### config.mk
export PLATFORM = sky130hd
export DESIGN_NAME = qasm_source_tokenizer_unit
export DESIGN_NICKNAME = d
export VERILOG_FILES = /design/src/hdl/qst_pkg.sv /design/src/hdl/qst_front.sv /design/src/hdl/qst_fifo.sv /design/src/hdl/qst_back.sv /design/src/hdl/qasm_source_tokenizer_unit.sv
export SDC_FILE = /design/constraint.sdc
export NUM_CORES = 2
export LEC_CHECK = 0
export BUFFER_PORTS_ARGS = -buffer_cell sky130_fd_sc_hd__buf_4
export CAP_MARGIN = 25
export CORE_MARGIN = 2
export CORE_UTILIZATION = 40
export CTS_BUF_LIST = sky130_fd_sc_hd__clkbuf_8
export DETAILED_ROUTE_END_ITERATION = 8
export PLACE_DENSITY = 0.55
export SLEW_MARGIN = 20
export SYNTH_ARGS = -nofsm -noshare
export SYNTH_HDL_FRONTEND = slang
export SYNTH_SLANG_ARGS = --single-unit
### constraint.sdc
create_clock -name clk -period 33.8 [get_ports clk]
set_input_delay 5.07 -clock clk [delete_from_list [all_inputs] [get_ports clk]]
set_output_delay 5.07 -clock clk [all_outputs]
set_load 0.01 [all_outputs]
### src/hdl/qst_pkg.sv
`default_nettype none
// ---------------------------------------------------------------------------
// qst_pkg: shared definitions for the source tokenizer
// Token kinds, error codes, scan modes and the sizes of the token and
// result-group records that travel between the front and the back.
// ---------------------------------------------------------------------------
package qst_pkg;

  // Default sizes handed to the top level.
  localparam int OFFSET_BITS_DEF = 30;
  localparam int FIFO_DEPTH_DEF  = 4;

  // One input byte causes at most this many tokens.
  localparam int MAX_RESULTS = 3;
  localparam int CNT_W       = 2;
  localparam int KIND_W      = 3;
  localparam int ERR_W       = 3;
  localparam int LINE_W      = 32;
  localparam int SYM_W       = 8;

  // Token kinds.
  localparam logic [KIND_W-1:0] K_END    = 3'd0;
  localparam logic [KIND_W-1:0] K_IDENT  = 3'd1;
  localparam logic [KIND_W-1:0] K_NUMBER = 3'd2;
  localparam logic [KIND_W-1:0] K_STRING = 3'd3;
  localparam logic [KIND_W-1:0] K_SYMBOL = 3'd4;
  localparam logic [KIND_W-1:0] K_ERROR  = 3'd5;

  // Error codes.
  localparam logic [ERR_W-1:0] E_NONE     = 3'd0;
  localparam logic [ERR_W-1:0] E_UNTERM   = 3'd1;
  localparam logic [ERR_W-1:0] E_ESCAPE   = 3'd2;
  localparam logic [ERR_W-1:0] E_EXPONENT = 3'd3;
  localparam logic [ERR_W-1:0] E_COMMENT  = 3'd4;

  // Scanner modes.
  typedef enum logic [3:0] {
    SM_IDLE    = 4'd0,
    SM_IDENT   = 4'd1,
    SM_INT     = 4'd2,
    SM_FRAC    = 4'd3,
    SM_EXP     = 4'd4,
    SM_EXPSIGN = 4'd5,
    SM_EXPDIG  = 4'd6,
    SM_STRING  = 4'd7,
    SM_DOT     = 4'd8,
    SM_SLASH   = 4'd9,
    SM_LINECOM = 4'd10,
    SM_BLOCK   = 4'd11,
    SM_SINK    = 4'd12
  } scan_mode_t;

  // Width of one token record for a given offset width.
  function automatic int tok_width(input int ow);
    return KIND_W + ERR_W + 2 * ow + LINE_W + SYM_W;
  endfunction

  // Width of the group of tokens caused by one item, with its count.
  function automatic int pkt_width(input int ow);
    return CNT_W + MAX_RESULTS * tok_width(ow);
  endfunction

endpackage
`default_nettype wire

### src/hdl/qst_front.sv
`default_nettype none
// ---------------------------------------------------------------------------
// qst_front: byte classifier and scanner state
// Takes at most one byte per accepted item, advances the scanner and builds the
// group of tokens that the byte (and an end marker) completes.
// ---------------------------------------------------------------------------
module qst_front #(
  parameter int OFFSET_BITS = qst_pkg::OFFSET_BITS_DEF
) (
  input  wire logic                                      clk,
  input  wire logic                                      rst_n,
  input  wire logic                                      accept,
  input  wire logic [7:0]                                char_code,
  input  wire logic                                      has_char,
  input  wire logic                                      end_of_text,
  output logic                                           q_wr_en,
  output logic [qst_pkg::pkt_width(OFFSET_BITS)-1:0]     q_wr_data
);
  import qst_pkg::*;

  typedef struct packed {
    logic [KIND_W-1:0]      kind;
    logic [ERR_W-1:0]       err;
    logic [OFFSET_BITS-1:0] start;
    logic [OFFSET_BITS-1:0] len;
    logic [LINE_W-1:0]      line;
    logic [SYM_W-1:0]       sym;
  } tok_t;

  typedef struct packed {
    logic [CNT_W-1:0]             cnt;
    tok_t [MAX_RESULTS-1:0]       slot;
  } pkt_t;

  localparam logic [7:0] CH_QUOTE  = 8'h22;
  localparam logic [7:0] CH_BSLASH = 8'h5C;
  localparam logic [7:0] CH_STAR   = 8'h2A;
  localparam logic [7:0] CH_SLASH  = 8'h2F;
  localparam logic [7:0] CH_DOT    = 8'h2E;
  localparam logic [7:0] CH_LF     = 8'h0A;
  localparam logic [7:0] CH_CR     = 8'h0D;
  localparam logic [7:0] CH_PLUS   = 8'h2B;
  localparam logic [7:0] CH_MINUS  = 8'h2D;
  localparam logic [7:0] CH_LOW_E  = 8'h65;
  localparam logic [7:0] CH_UP_E   = 8'h45;
  localparam logic [7:0] CH_UNDER  = 8'h5F;
  localparam logic [LINE_W-1:0] LINE_MAX = '1;

  // Build one token record.
  function automatic tok_t mk_tok(input logic [KIND_W-1:0] kind,
                                  input logic [ERR_W-1:0] err,
                                  input logic [OFFSET_BITS-1:0] start,
                                  input logic [OFFSET_BITS-1:0] len,
                                  input logic [LINE_W-1:0] line,
                                  input logic [SYM_W-1:0] sym);
    tok_t t;
    t.kind  = kind;
    t.err   = err;
    t.start = start;
    t.len   = len;
    t.line  = line;
    t.sym   = sym;
    return t;
  endfunction

  // Append a token to the group, dropping it if the group is full.
  function automatic pkt_t add_tok(input pkt_t p, input tok_t t);
    pkt_t r;
    r = p;
    if (r.cnt != CNT_W'(MAX_RESULTS)) begin
      r.slot[r.cnt] = t;
      r.cnt = r.cnt + CNT_W'(1);
    end
    return r;
  endfunction

  scan_mode_t             mode_r, mode_nxt;
  logic [OFFSET_BITS-1:0] offset_r, offset_nxt;
  logic [LINE_W-1:0]      line_r, line_nxt;
  logic [OFFSET_BITS-1:0] begin_r, begin_nxt;
  logic [LINE_W-1:0]      bline_r, bline_nxt;
  logic                   star_r, star_nxt;
  pkt_t                   pkt;
  logic                   go_idle;
  logic                   with_end;

  // Character classes of the incoming byte.
  logic is_alpha, is_digit, is_space, is_word;
  assign is_alpha = ((char_code >= 8'h61) && (char_code <= 8'h7A)) ||
                    ((char_code >= 8'h41) && (char_code <= 8'h5A));
  assign is_digit = (char_code >= 8'h30) && (char_code <= 8'h39);
  assign is_space = (char_code == 8'h20) ||
                    ((char_code >= 8'h09) && (char_code <= CH_CR));
  assign is_word  = is_alpha || is_digit || (char_code == CH_UNDER);

  // Next scanner state and the token group for this item.
  always_comb begin
    mode_nxt   = mode_r;
    offset_nxt = offset_r;
    line_nxt   = line_r;
    begin_nxt  = begin_r;
    bline_nxt  = bline_r;
    star_nxt   = star_r;
    pkt        = '0;
    go_idle    = 1'b0;
    with_end   = 1'b1;

    if (has_char) begin
      case (mode_r)
        SM_IDENT: begin
          if (!is_word) begin
            pkt = add_tok(pkt, mk_tok(K_IDENT, E_NONE, begin_nxt,
                                      offset_nxt - begin_nxt, bline_nxt, '0));
            go_idle = 1'b1;
          end
        end
        SM_INT, SM_FRAC, SM_EXPDIG: begin
          if (!is_digit) begin
            if ((mode_r == SM_INT) && (char_code == CH_DOT)) begin
              mode_nxt = SM_FRAC;
            end else if ((mode_r != SM_EXPDIG) &&
                         ((char_code == CH_LOW_E) || (char_code == CH_UP_E))) begin
              mode_nxt = SM_EXP;
            end else begin
              pkt = add_tok(pkt, mk_tok(K_NUMBER, E_NONE, begin_nxt,
                                        offset_nxt - begin_nxt, bline_nxt, '0));
              go_idle = 1'b1;
            end
          end
        end
        SM_EXP: begin
          if ((char_code == CH_PLUS) || (char_code == CH_MINUS)) begin
            mode_nxt = SM_EXPSIGN;
          end else if (is_digit) begin
            mode_nxt = SM_EXPDIG;
          end else begin
            pkt = add_tok(pkt, mk_tok(K_ERROR, E_EXPONENT, begin_nxt, '0,
                                      bline_nxt, '0));
            mode_nxt = SM_SINK;
          end
        end
        SM_EXPSIGN: begin
          if (is_digit) begin
            mode_nxt = SM_EXPDIG;
          end else begin
            pkt = add_tok(pkt, mk_tok(K_ERROR, E_EXPONENT, begin_nxt, '0,
                                      bline_nxt, '0));
            mode_nxt = SM_SINK;
          end
        end
        SM_STRING: begin
          if (char_code == CH_QUOTE) begin
            pkt = add_tok(pkt, mk_tok(K_STRING, E_NONE, begin_nxt,
                                      offset_nxt - begin_nxt, bline_nxt, '0));
            mode_nxt = SM_IDLE;
          end else if ((char_code == CH_LF) || (char_code == CH_CR)) begin
            pkt = add_tok(pkt, mk_tok(K_ERROR, E_UNTERM, begin_nxt, '0,
                                      bline_nxt, '0));
            mode_nxt = SM_SINK;
          end else if (char_code == CH_BSLASH) begin
            pkt = add_tok(pkt, mk_tok(K_ERROR, E_ESCAPE, begin_nxt, '0,
                                      bline_nxt, '0));
            mode_nxt = SM_SINK;
          end
        end
        SM_DOT: begin
          if (is_digit) begin
            mode_nxt = SM_FRAC;
          end else begin
            pkt = add_tok(pkt, mk_tok(K_SYMBOL, E_NONE, begin_nxt,
                                      OFFSET_BITS'(1), bline_nxt, CH_DOT));
            go_idle = 1'b1;
          end
        end
        SM_SLASH: begin
          if (char_code == CH_SLASH) begin
            mode_nxt = SM_LINECOM;
          end else if (char_code == CH_STAR) begin
            mode_nxt = SM_BLOCK;
            star_nxt = 1'b0;
          end else begin
            pkt = add_tok(pkt, mk_tok(K_SYMBOL, E_NONE, begin_nxt,
                                      OFFSET_BITS'(1), bline_nxt, CH_SLASH));
            go_idle = 1'b1;
          end
        end
        SM_LINECOM: begin
          if (char_code == CH_LF) begin
            if (line_nxt != LINE_MAX) begin
              line_nxt = line_nxt + LINE_W'(1);
            end
            mode_nxt = SM_IDLE;
          end
        end
        SM_BLOCK: begin
          if (star_r && (char_code == CH_SLASH)) begin
            star_nxt = 1'b0;
            mode_nxt = SM_IDLE;
          end else begin
            if ((char_code == CH_LF) && (line_nxt != LINE_MAX)) begin
              line_nxt = line_nxt + LINE_W'(1);
            end
            star_nxt = (char_code == CH_STAR);
          end
        end
        SM_SINK: begin
        end
        default: begin
          go_idle = 1'b1;
        end
      endcase

      // The byte starts something new from between tokens.
      if (go_idle) begin
        mode_nxt = SM_IDLE;
        if (is_alpha || (char_code == CH_UNDER)) begin
          mode_nxt  = SM_IDENT;
          begin_nxt = offset_nxt;
          bline_nxt = line_nxt;
        end else if (is_digit) begin
          mode_nxt  = SM_INT;
          begin_nxt = offset_nxt;
          bline_nxt = line_nxt;
        end else if (char_code == CH_DOT) begin
          mode_nxt  = SM_DOT;
          begin_nxt = offset_nxt;
          bline_nxt = line_nxt;
        end else if (char_code == CH_QUOTE) begin
          mode_nxt  = SM_STRING;
          begin_nxt = offset_nxt + OFFSET_BITS'(1);
          bline_nxt = line_nxt;
        end else if (char_code == CH_SLASH) begin
          mode_nxt  = SM_SLASH;
          begin_nxt = offset_nxt;
          bline_nxt = line_nxt;
        end else if (is_space) begin
          if ((char_code == CH_LF) && (line_nxt != LINE_MAX)) begin
            line_nxt = line_nxt + LINE_W'(1);
          end
        end else begin
          pkt = add_tok(pkt, mk_tok(K_SYMBOL, E_NONE, offset_nxt,
                                    OFFSET_BITS'(1), line_nxt, char_code));
        end
      end

      offset_nxt = offset_nxt + OFFSET_BITS'(1);
    end

    // End of text: flush the open token, then the end token unless the text ended in an error.
    if (end_of_text) begin
      case (mode_nxt)
        SM_IDENT: begin
          pkt = add_tok(pkt, mk_tok(K_IDENT, E_NONE, begin_nxt,
                                    offset_nxt - begin_nxt, bline_nxt, '0));
        end
        SM_INT, SM_FRAC, SM_EXPDIG: begin
          pkt = add_tok(pkt, mk_tok(K_NUMBER, E_NONE, begin_nxt,
                                    offset_nxt - begin_nxt, bline_nxt, '0));
        end
        SM_EXP, SM_EXPSIGN: begin
          pkt = add_tok(pkt, mk_tok(K_ERROR, E_EXPONENT, begin_nxt, '0,
                                    bline_nxt, '0));
          with_end = 1'b0;
        end
        SM_STRING: begin
          pkt = add_tok(pkt, mk_tok(K_ERROR, E_UNTERM, begin_nxt, '0,
                                    bline_nxt, '0));
          with_end = 1'b0;
        end
        SM_BLOCK: begin
          pkt = add_tok(pkt, mk_tok(K_ERROR, E_COMMENT, begin_nxt, '0,
                                    bline_nxt, '0));
          with_end = 1'b0;
        end
        SM_DOT: begin
          pkt = add_tok(pkt, mk_tok(K_SYMBOL, E_NONE, begin_nxt,
                                    OFFSET_BITS'(1), bline_nxt, CH_DOT));
        end
        SM_SLASH: begin
          pkt = add_tok(pkt, mk_tok(K_SYMBOL, E_NONE, begin_nxt,
                                    OFFSET_BITS'(1), bline_nxt, CH_SLASH));
        end
        SM_SINK: begin
          with_end = 1'b0;
        end
        default: begin
        end
      endcase
      if (with_end) begin
        pkt = add_tok(pkt, mk_tok(K_END, E_NONE, offset_nxt, '0, line_nxt, '0));
      end
      mode_nxt   = SM_IDLE;
      offset_nxt = '0;
      line_nxt   = LINE_W'(1);
      begin_nxt  = '0;
      bline_nxt  = LINE_W'(1);
      star_nxt   = 1'b0;
    end
  end

  // Queue write: only items that cause tokens leave a group behind.
  always_comb begin
    q_wr_en   = accept && (pkt.cnt != '0);
    q_wr_data = pkt;
  end

  // Scanner registers.
  always_ff @(posedge clk) begin
    if (!rst_n) begin
      mode_r   <= SM_IDLE;
      offset_r <= '0;
      line_r   <= LINE_W'(1);
      begin_r  <= '0;
      bline_r  <= LINE_W'(1);
      star_r   <= 1'b0;
    end else if (accept) begin
      mode_r   <= mode_nxt;
      offset_r <= offset_nxt;
      line_r   <= line_nxt;
      begin_r  <= begin_nxt;
      bline_r  <= bline_nxt;
      star_r   <= star_nxt;
    end
  end

endmodule
`default_nettype wire

### src/hdl/qst_fifo.sv
`default_nettype none
// ---------------------------------------------------------------------------
// qst_fifo: token group queue
// A short first-in first-out queue that decouples the scanner from the
// token output, so each side can stall on its own.
// ---------------------------------------------------------------------------
module qst_fifo #(
  parameter int WIDTH = 8,
  parameter int DEPTH = qst_pkg::FIFO_DEPTH_DEF
) (
  input  wire logic             clk,
  input  wire logic             rst_n,
  input  wire logic             wr_en,
  input  wire logic [WIDTH-1:0] wr_data,
  output logic                  full,
  input  wire logic             rd_en,
  output logic [WIDTH-1:0]      rd_data,
  output logic                  empty
);
  import qst_pkg::*;

  localparam int AW = (DEPTH > 1) ? $clog2(DEPTH) : 1;
  localparam int CW = $clog2(DEPTH + 1);

  logic [WIDTH-1:0] mem_r [DEPTH];
  logic [AW-1:0]    wr_ptr_r, wr_ptr_nxt;
  logic [AW-1:0]    rd_ptr_r, rd_ptr_nxt;
  logic [CW-1:0]    count_r, count_nxt;
  logic             do_wr, do_rd;

  assign full    = (count_r == CW'(DEPTH));
  assign empty   = (count_r == '0);
  assign rd_data = mem_r[rd_ptr_r];
  assign do_wr   = wr_en && !full;
  assign do_rd   = rd_en && !empty;

  // Pointer and fill count update with wrap at the depth.
  always_comb begin
    wr_ptr_nxt = wr_ptr_r;
    rd_ptr_nxt = rd_ptr_r;
    count_nxt  = count_r;
    if (do_wr) begin
      wr_ptr_nxt = (wr_ptr_r == AW'(DEPTH - 1)) ? '0 : wr_ptr_r + AW'(1);
    end
    if (do_rd) begin
      rd_ptr_nxt = (rd_ptr_r == AW'(DEPTH - 1)) ? '0 : rd_ptr_r + AW'(1);
    end
    if (do_wr && !do_rd) begin
      count_nxt = count_r + CW'(1);
    end else if (do_rd && !do_wr) begin
      count_nxt = count_r - CW'(1);
    end
  end

  always_ff @(posedge clk) begin
    if (!rst_n) begin
      wr_ptr_r <= '0;
      rd_ptr_r <= '0;
      count_r  <= '0;
    end else begin
      wr_ptr_r <= wr_ptr_nxt;
      rd_ptr_r <= rd_ptr_nxt;
      count_r  <= count_nxt;
    end
  end

  // Storage carries payload only.
  always_ff @(posedge clk) begin
    if (do_wr) begin
      mem_r[wr_ptr_r] <= wr_data;
    end
  end

endmodule
`default_nettype wire

### src/hdl/qst_back.sv
`default_nettype none
// ---------------------------------------------------------------------------
// qst_back: token output sequencer
// Holds one token group in a register and hands its tokens out one per
// pop, fetching the next group from the queue as the last one leaves.
// ---------------------------------------------------------------------------
module qst_back #(
  parameter int OFFSET_BITS = qst_pkg::OFFSET_BITS_DEF
) (
  input  wire logic                                   clk,
  input  wire logic                                   rst_n,
  input  wire logic [qst_pkg::pkt_width(OFFSET_BITS)-1:0] q_rd_data,
  input  wire logic                                   q_empty,
  output logic                                        q_rd_en,
  input  wire logic                                   pop,
  output logic                                        empty,
  output logic [qst_pkg::KIND_W-1:0]                  token_kind,
  output logic [qst_pkg::ERR_W-1:0]                   error_code,
  output logic [OFFSET_BITS-1:0]                      token_start,
  output logic [OFFSET_BITS-1:0]                      token_length,
  output logic [qst_pkg::LINE_W-1:0]                  line_no,
  output logic [qst_pkg::SYM_W-1:0]                   symbol_char,
  output logic                                        last_of_run
);
  import qst_pkg::*;

  typedef struct packed {
    logic [KIND_W-1:0]      kind;
    logic [ERR_W-1:0]       err;
    logic [OFFSET_BITS-1:0] start;
    logic [OFFSET_BITS-1:0] len;
    logic [LINE_W-1:0]      line;
    logic [SYM_W-1:0]       sym;
  } tok_t;

  typedef struct packed {
    logic [CNT_W-1:0]       cnt;
    tok_t [MAX_RESULTS-1:0] slot;
  } pkt_t;

  pkt_t             cur_r;
  logic [CNT_W-1:0] idx_r, idx_nxt;
  logic             valid_r, valid_nxt;
  tok_t             tok;
  logic             at_last;
  logic             take;

  assign tok     = cur_r.slot[idx_r];
  assign at_last = (idx_r == (cur_r.cnt - CNT_W'(1)));
  assign take    = (!valid_r || (pop && at_last)) && !q_empty;
  assign q_rd_en = take;

  // Advance through the held group or reload from the queue.
  always_comb begin
    valid_nxt = valid_r;
    idx_nxt   = idx_r;
    if (take) begin
      valid_nxt = 1'b1;
      idx_nxt   = '0;
    end else if (valid_r && pop) begin
      if (at_last) begin
        valid_nxt = 1'b0;
      end else begin
        idx_nxt = idx_r + CNT_W'(1);
      end
    end
  end

  always_ff @(posedge clk) begin
    if (!rst_n) begin
      valid_r <= 1'b0;
      idx_r   <= '0;
    end else begin
      valid_r <= valid_nxt;
      idx_r   <= idx_nxt;
    end
  end

  always_ff @(posedge clk) begin
    if (take) begin
      cur_r <= pkt_t'(q_rd_data);
    end
  end

  // Result ports show the token at the current index.
  assign empty        = !valid_r;
  assign token_kind   = tok.kind;
  assign error_code   = tok.err;
  assign token_start  = tok.start;
  assign token_length = tok.len;
  assign line_no      = tok.line;
  assign symbol_char  = tok.sym;
  assign last_of_run  = at_last;

endmodule
`default_nettype wire

### src/hdl/qasm_source_tokenizer_unit.sv
`default_nettype none
// A token group enters the queue as its byte is accepted, then loads into the output register.
// Throughput: one byte per cycle unless the queue is full; k tokens from one byte need k pops.
// The scanner runs ahead of the output by up to FIFO_DEPTH token groups in the queue.
// Reset: synchronous, active low; scanner returns to offset 0, line 1, queue and output empty.
// ---------------------------------------------------------------------------
// qasm_source_tokenizer_unit: streaming lexer for C-style source text
// A scanner front end turns bytes into token groups, a queue buffers them
// and an output sequencer hands the tokens out one at a time.
// ---------------------------------------------------------------------------
module qasm_source_tokenizer_unit #(
  parameter int OFFSET_BITS = qst_pkg::OFFSET_BITS_DEF,
  parameter int FIFO_DEPTH  = qst_pkg::FIFO_DEPTH_DEF
) (
  input  wire logic                          clk,
  input  wire logic                          rst_n,
  input  wire logic                          push,
  output logic                               full,
  input  wire logic [7:0]                    in_char_code,
  input  wire logic                          in_has_char,
  input  wire logic                          in_end_of_text,
  output logic                               empty,
  input  wire logic                          pop,
  output logic [qst_pkg::KIND_W-1:0]         out_token_kind,
  output logic [qst_pkg::ERR_W-1:0]          out_error_code,
  output logic [OFFSET_BITS-1:0]             out_token_start,
  output logic [OFFSET_BITS-1:0]             out_token_length,
  output logic [qst_pkg::LINE_W-1:0]         out_line_no,
  output logic [qst_pkg::SYM_W-1:0]          out_symbol_char,
  output logic                               out_last_of_run
);
  import qst_pkg::*;

  localparam int PKT_W = pkt_width(OFFSET_BITS);

  logic             accept;
  logic             q_wr_en;
  logic [PKT_W-1:0] q_wr_data;
  logic             q_rd_en;
  logic [PKT_W-1:0] q_rd_data;
  logic             q_empty;

  // An item enters whenever the queue has room.
  assign accept = push && !full;

  qst_front #(
    .OFFSET_BITS (OFFSET_BITS)
  ) u_front (
    .clk         (clk),
    .rst_n       (rst_n),
    .accept      (accept),
    .char_code   (in_char_code),
    .has_char    (in_has_char),
    .end_of_text (in_end_of_text),
    .q_wr_en     (q_wr_en),
    .q_wr_data   (q_wr_data)
  );

  qst_fifo #(
    .WIDTH (PKT_W),
    .DEPTH (FIFO_DEPTH)
  ) u_fifo (
    .clk     (clk),
    .rst_n   (rst_n),
    .wr_en   (q_wr_en),
    .wr_data (q_wr_data),
    .full    (full),
    .rd_en   (q_rd_en),
    .rd_data (q_rd_data),
    .empty   (q_empty)
  );

  qst_back #(
    .OFFSET_BITS (OFFSET_BITS)
  ) u_back (
    .clk          (clk),
    .rst_n        (rst_n),
    .q_rd_data    (q_rd_data),
    .q_empty      (q_empty),
    .q_rd_en      (q_rd_en),
    .pop          (pop),
    .empty        (empty),
    .token_kind   (out_token_kind),
    .error_code   (out_error_code),
    .token_start  (out_token_start),
    .token_length (out_token_length),
    .line_no      (out_line_no),
    .symbol_char  (out_symbol_char),
    .last_of_run  (out_last_of_run)
  );

endmodule
`default_nettype wire
== Word-level counts from Yosys, hierarchy flattened ==
Memories as Yosys holds them, arrays and structs flattened. A register that Yosys moved wholly into a read port is not among the register bits.
Index checks and enable logic that the tools add are counted.

* Memory bits (writable): 1,280
* Word-level logic and storage cells: 276
* Output and inout bits: 109
* Register bits after elaboration: 139
* Memories kept: 1
* Bits of input ports: 14

{| class="wikitable"
|+ Memories
! name !! words !! bits a word !! rd ports !! clocked after memory_dff !! write ports !! RTL line !! source
|-
| u_fifo.mem_r || 4 || 320 || 1 || 1 || 1 || qst_fifo.sv:25 || <nowiki>logic [WIDTH-1:0] mem_r [DEPTH];</nowiki>
|}

* Reductions and logical operators: 51
* Order comparisons: 15
* Add/sub/neg operators: 14
* Equal/unequal tests: 48
* Multiplexer cells: 134
* Bitwise logic cells: 2

{| class="wikitable"
|+ Operator list
! operator !! count
|-
| two-way mux 320 bit || 27
|-
| case mux 320 bit (7 select lines) || 2
|-
| bitwise mux 318 bit || 9
|-
| two-way mux 319 bit || 6
|-
| two-way mux 32 bit || 23
|-
| demux 106 bit (select 2 bit) || 3
|-
| two-way mux 106 bit || 4
|-
| two-way mux 30 bit || 10
|-
| binary-select mux 106 bit (select 2 bit) || 1
|-
| two-way mux 4 bit || 21
|-
| adder 32 x 1 -> 32 bit (second input constant) || 2
|-
| != test 32 bit (second input constant) || 2
|-
| case mux 32 bit (2 select lines) || 1
|-
| subtractor 30 bit || 2
|-
| == test 8 x 6 -> 1 bit (second input constant) || 7
|-
| == test 4 bit (second input constant) || 9
|-
| == test 4 x 3 -> 1 bit (second input constant) || 8
|-
| == test 8 x 7 -> 1 bit (second input constant) || 4
|-
| case mux 4 bit (8 select lines) || 1
|-
| adder 30 x 1 -> 30 bit (second input constant) || 1
|-
| logical AND 1 bit || 21
|-
| two-way mux 1 bit || 20
|-
| == test 4 x 2 -> 1 bit (second input constant) || 4
|-
| == test 8 x 4 -> 1 bit (second input constant) || 2
|-
| other kinds (36) || 74
|}

== Longest topological paths before layout ==
* Depth in word-level cells: 45
* Mapped depth: 27
* Mapped depth without buffers: 24

== By module ==
From an unflattened synthesis, not the netlist that was laid out.

* Cells, all modules: 4,936
* Area total of the unflattened synthesis: 75,746.4 µm²

{| class="wikitable"
|+ By module, submodules not included
! module !! sequential area each (µm²) !! area an instance (µm²) !! instances !! cells each
|-
| qst_fifo || 38,617.0 || 46,978.8 || 1 || 1,723
|-
| qst_front || 2,582.5 || 16,617.2 || 1 || 2,508
|-
| qst_back || 9,669.3 || 12,136.6 || 1 || 704
|-
| qasm_source_tokenizer_unit || 0.0 || 13.8 || 1 || 1
|}

== Worst setup path before layout ==
OpenSTA, ideal clock, no wires.

* Path kind: input port to flip-flop
* Start: input in_char_code[2]
* End: memory u_fifo.mem_r[0][0] (netlist bit), enable pin
* Buffers on the path: 6
* Required time: 32.361 ns
* Stages: 20
* Setup time: 1.439 ns
* Arrival: 32.121 ns
* Slack: 0.240 ns
* Cells stage by stage: buf_2 -> clkbuf_1 -> or4b_2 -> a221oi_1 -> o221ai_1 -> o211ai_1 -> or2_2 -> clkbuf_1 -> clkbuf_1 -> clkbuf_1 -> ha_1 -> nor2b_1 -> mux2_2 -> and2_1 -> a31o_2 -> o221a_2 -> buf_2 -> o211ai_1 -> a21oi_1 -> nor3b_1

* Word-level cells in the longest chain between the ends: 31
* Elaborated cells between the ends (all ways): 128
* Those cells by class: add/sub (3); order compare (8); eq/ne (27); mux (69); reduce/logical (21)

{| class="wikitable"
|+ RTL lines
! item !! RTL line !! source
|-
| start, declared || qasm_source_tokenizer_unit.sv:19 || <nowiki>input wire logic [7:0] in_char_code,</nowiki>
|-
| >= comparator 8 x 7 -> 1 bit (tied with other cells) || qst_front.sv:89 || <nowiki>assign is_alpha = ((char_code >= 8'h61) && (char_code <= 8'h7A)) ||</nowiki>
|-
| logical AND 1 bit (tied with other cells) || qst_front.sv:89 ||
|-
| logical OR 1 bit / logical AND 1 bit (equally long branches) || qst_front.sv:89, qst_front.sv:121 ||
|-
| logical OR 1 bit / two-way mux 319 bit (equally long branches) || qst_front.sv:94, qst_front.sv:121 ||
|-
| logical OR 1 bit / two-way mux 320 bit (equally long branches) || qst_front.sv:94, qst_front.sv:119 ||
|-
| two-way mux 319 bit / two-way mux 320 bit (equally long branches) || qst_front.sv:111, qst_front.sv:118 ||
|-
| case mux 320 bit (7 select lines) || qst_front.sv:109 || <nowiki>case (mode_r)</nowiki>
|-
| two-way mux 320 bit || qst_front.sv:108 || <nowiki>if (has_char) begin</nowiki>
|-
| [16 not listed] || n/a ||
|-
| two-way mux 320 bit || qst_front.sv:289 || <nowiki>if (with_end) begin</nowiki>
|-
| two-way mux 320 bit * || qst_front.sv:250 || <nowiki>if (end_of_text) begin</nowiki>
|-
| via q_wr_data[319] || qasm_source_tokenizer_unit.sv:38 || <nowiki>logic [PKT_W-1:0] q_wr_data;</nowiki>
|-
| nonzero test 2 bit * || qst_front.sv:303 || <nowiki>q_wr_en = accept && (pkt.cnt != '0);</nowiki>
|-
| logical AND 1 bit * || qst_front.sv:303 ||
|-
| logical AND 1 bit * || qst_fifo.sv:34 || <nowiki>assign do_wr = wr_en && !full;</nowiki>
|-
| two-way mux 1 bit * || qst_fifo.sv:69 || <nowiki>if (do_wr) begin</nowiki>
|-
| two-way mux 1 bit (implied by the code) * || qst_fifo.sv:70 || <nowiki>mem_r[wr_ptr_r] <= wr_data;</nowiki>
|-
| end, declared || qst_fifo.sv:25 ||
|}

Mark *: on every way through the listed nets, which the timed path passes. The rest lies on a longest branch. The select of a mux whose other input is x is not followed.

== Final worst setup path ==
* Start: input in_char_code[4]
* End: memory u_fifo.mem_r[1][183] (netlist bit), enable pin

Same word-level chain as after synthesis.

==> impl_metrics.env <==
export IMPL_place_ws_ns=20.82
export IMPL_row_count=158
export IMPL_portBuffers=122
export IMPL_yosysUniqueCellTypes=107
export IMPL_startpoint="in_char_code[4]"
export IMPL_synth_edf_count=1570
export IMPL_numCtsBuffers=306
export IMPL_cts_sinks=1709
export IMPL_ys_flop_type="edfxtp_1"
export IMPL_peakVddDrop_mv=0.0508
export IMPL_postCtsSetupBuffers=0
export IMPL_grt_antenna_before_repair=7
export IMPL_num_io_pins=123
export IMPL_slew_headroom_pct=22.8
export IMPL_coreArea_um2=185000
export IMPL_via_count=45300
export IMPL_arrival_ns=12.65
export IMPL_cap_violations=0
export IMPL_worstHoldPathType="flop to flop"
export IMPL_ys_warn_count=0
export IMPL_fin_setup_tns_ns=0
export IMPL_drt_pass1_iterations=6
export IMPL_rsz0062_at_grt="false"
export IMPL_drt_total_wl_um=208000
export IMPL_critPathMaxStageDelay_ns=0.88
export IMPL_outcome="finished clean"
export IMPL_grt_ovfl_total=0
export IMPL_worst_slew_pin_slew_ns=1.15
export IMPL_synth_area_um2=74600
export IMPL_async_reset_ff_share_pct=0
export IMPL_cts_max_path_buffers=4
export IMPL_fmaxAchievable_mhz=82.9
export IMPL_hold_viol_final=0
export IMPL_syn_to_final_growth_pct=13.1
export IMPL_cp_cell_sequence="buf_4 > nor4b_1 > nand3_1 > nor4_1 > o31ai_2 > or2_2 > ha_1 > nor2b_1 > mux2_2 > nand2_1 > a21oi_1 > o221a_2 > o211ai_1 > a21oi_1 > nor3b_2 > buf_4 > buf_4 > buf_4"
export IMPL_die_area_um2=190000
export IMPL_die_h_um=436
export IMPL_final_cells=8021
export IMPL_r2r_end="u_fifo.mem_r[1][183]"
export IMPL_final_max_slew_viol_count=0
export IMPL_initial_utilization_pct=40.2
export IMPL_crit_top_cell="buf_4"
export IMPL_avgSynthCellArea_um2=15.0
export IMPL_path_class="input pin to flop"
export IMPL_via_per_inst=5.64
export IMPL_powerDensity_nw_per_um2=73.8
export IMPL_drtIter0Drc=3886
export IMPL_nNetsFinal=5415
export IMPL_crit_required_ns=34.38
export IMPL_setup_viol=0
export IMPL_cts_resized=0
export IMPL_finalCritPeriodShare_pct=35.7
export IMPL_path_max_fanout=64
export IMPL_htree_levels=5
export IMPL_grt_pass1_vias=45900
export IMPL_slowest_stage="buf_4"
export IMPL_detail_route_wl_per_cell_um=25.9
export IMPL_hpwl_um=128000
export IMPL_dp_cells=7500
export IMPL_ant_nets=0
export IMPL_netlist_instances=4978
export IMPL_drc_errors=0
export IMPL_root_buffer="clkbuf_8"
export IMPL_clkLatencyLatePin_ns=1.05
export IMPL_die_w_um=436
export IMPL_grt_max_degree=120
export IMPL_yosys_register_bits=1709
export IMPL_critPathCaptureType="flop"
export IMPL_period_needed_ns=12.07
export IMPL_path_clk_slew_ns=0.06
export IMPL_leakage_nw=27.8
export IMPL_reg2regPathDepth=17
export IMPL_place_congestion=0.923
export IMPL_synth_seq_area_share_pct=66.9
export IMPL_grt_pass1_wl_um=306000
export IMPL_r2r_setup_slack_ns=25.26
export IMPL_hold_buffers=0
export IMPL_crit_end="u_fifo.mem_r[1][183]"
export IMPL_finClkSkew_ns=0.0841
export IMPL_r2r_start="u_front.mode_r[3]"
export IMPL_setup_ws_ns=21.73
export IMPL_cts_tree="built"
export IMPL_holdWs_ns=0.521
export IMPL_min_delay_start="u_fifo.count_r[2]"
export IMPL_layout_drive_gt1_share_pct=17.9
export IMPL_critPathLaunchType="input pin"
export IMPL_grt_use_total_pct=21.5
export IMPL_fillerInstances=16600
state kept, by name, summed over array words and instances (netlist names):
signal and count:
u_fifo.mem_r 1256, u_back.cur_r 314, u_front.bline_r 32, u_front.line_r 32
u_front.begin_r 30, u_front.offset_r 30, u_front.mode_r 4, u_fifo.count_r 3
u_back.idx_r 2, u_fifo.rd_ptr_r 2, u_fifo.wr_ptr_r 2, u_back.valid_r 1
u_front.star_r 1
where the power goes:
group	leakage, nW	switching [mW]	total [mW]	internal, mW
registers	16.1	0.115	2.96	2.84
logic	8.58	0.914	1.49	0.579
clock network	3.08	0.831	1.77	0.937
critical path, delay by kind of cell:
family / cells / cell delay [ns]
AND/OR/NAND/NOR: 7 / 2.50
multiplexers: 1 / 0.29
adder cells (fa/ha/maj): 1 / 0.46
buffers and inverters: 4 / 2.39
AO/OA/AOI/OAI: 5 / 1.74
synth_stat cells, types with 9 or more instances:
cell type  count  share of area, %
o311ai_0      11              0.13
a22o_1        30              0.35
nor4_1        12              0.10
mux2i_1      127               1.7
nor3b_1       11              0.11
a211oi_1      20              0.20
xor2_1        70              0.82
a31oi_1       34              0.29
o21ai_1       16              0.11
inv_1         95              0.48
nand2b_1      26              0.22
nor2_1       262               1.3
a21boi_0      11              0.11
mux4_2       314               9.5
a22oi_1      119               1.2
and2_1        81              0.68
buf_2         33              0.22
o21a_1        18              0.18
o22ai_1       87              0.73
buf_1         72              0.36
a21oi_1      136              0.91
dfxtp_1      139               3.7
or3_1         22              0.18
o2111ai_1      9              0.11
nand3_1       77              0.52
or2_2         11             0.092
nand3b_1      14              0.14
and4_1        10              0.12
o221ai_1      56              0.66
clkbuf_1     231               1.2
nor3_1        60              0.40
o211ai_1      17              0.17
nor2b_1      107              0.90
xnor2_1       75              0.88
o32ai_1       12              0.14
nand4_1       19              0.16
edfxtp_1    1570                63
o21ai_0      287               1.9
ha_1          68               1.1
nand2_1      384               1.9
and3_1        37              0.31
a21o_1        26              0.26
o31ai_1        9             0.091
per-stage QoR:
| stage | utilization, % | cell area, um2 | total power [mW] |
|---|---|---|---|
| global route | 45.5 | 84300 | 6.52 |
| CTS | 45.4 | 84300 | 6.32 |
| finish | 45.5 | 84300 | 6.22 |
| floorplan | - | 75200 | 4.10 |
| detailed placement | 42.5 | 78800 | 4.54 |
| global placement | 42.5 | 78800 | 4.52 |
cell families after synthesis:
kind of cell | share of synthesized area [%]
DFF | 66.9
and+or+nand+nor | 7.68
AOI/OAI and AO/OA | 8.85
muxes | 11.3
buffers and inverters | 2.30
xor gates and xnor gates | 1.70
adders and majority gates | 1.22
other | 0.00503
layer usage:
layer / share of wire (%) / GRT usage (%)
met2: 51 / 36.9
met4: 3.3 / 7.98
met3: 5.3 / 3.48
met5: 0.0063 / 0
met1: 41 / 27.5
cell usage in the layout (no fill, tap or decap), drive strengths merged, types with 19 or more instances in the layout:
cell type / n
a22oi: 119
dfxtp: 139
inv: 184
clkinv: 91
conb: 160
xor2: 70
a22o: 30
o221ai: 57
mux2i: 127
nor2b: 107
edfxtp: 1570
nand4: 19
a211oi: 22
a21o: 26
nand2b: 26
buf: 227
xnor2: 75
or3: 23
nand2: 384
o22ai: 87
mux4: 314
and2: 84
nor3: 61
a31oi: 35
and3: 39
a21oi: 137
clkbuf: 316
nand3: 78
nor2: 262
ha: 68
o21ai: 306
layout make-up:
| type | count | area [um2] | share of cell area [%] |
|---|---|---|---|
| Antenna cell | 5 | 12.5 | 0.0148 |
| Clock buffer | 316 | 4350 | 5.16 |
| Clock inverter | 198 | 1080 | 1.29 |
| Inverter | 96 | 368 | 0.436 |
| Multi-Input combinational cell | 2990 | 23700 | 28.1 |
| Sequential cell | 1709 | 49900 | 59.2 |
| Tap cell | 2480 | 3100 | 3.68 |
| Timing Repair Buffer | 227 | 1780 | 2.11 |
how the worst min path moves through the flow:
stage	slack (ns)	endpoint	cells after the start
6_report	0.52	u_fifo.count_r[2]	2
2_1_floorplan	0.47	u_back.valid_r	2
4_1_cts	0.53	u_fifo.count_r[2]	2
3_5_place_dp	0.52	u_fifo.count_r[2]	2
3_3_place_gp	0.49	u_fifo.count_r[2]	2
5_1_grt	0.55	u_front.bline_r[28]	2
(Power assumes the default switching activity.)
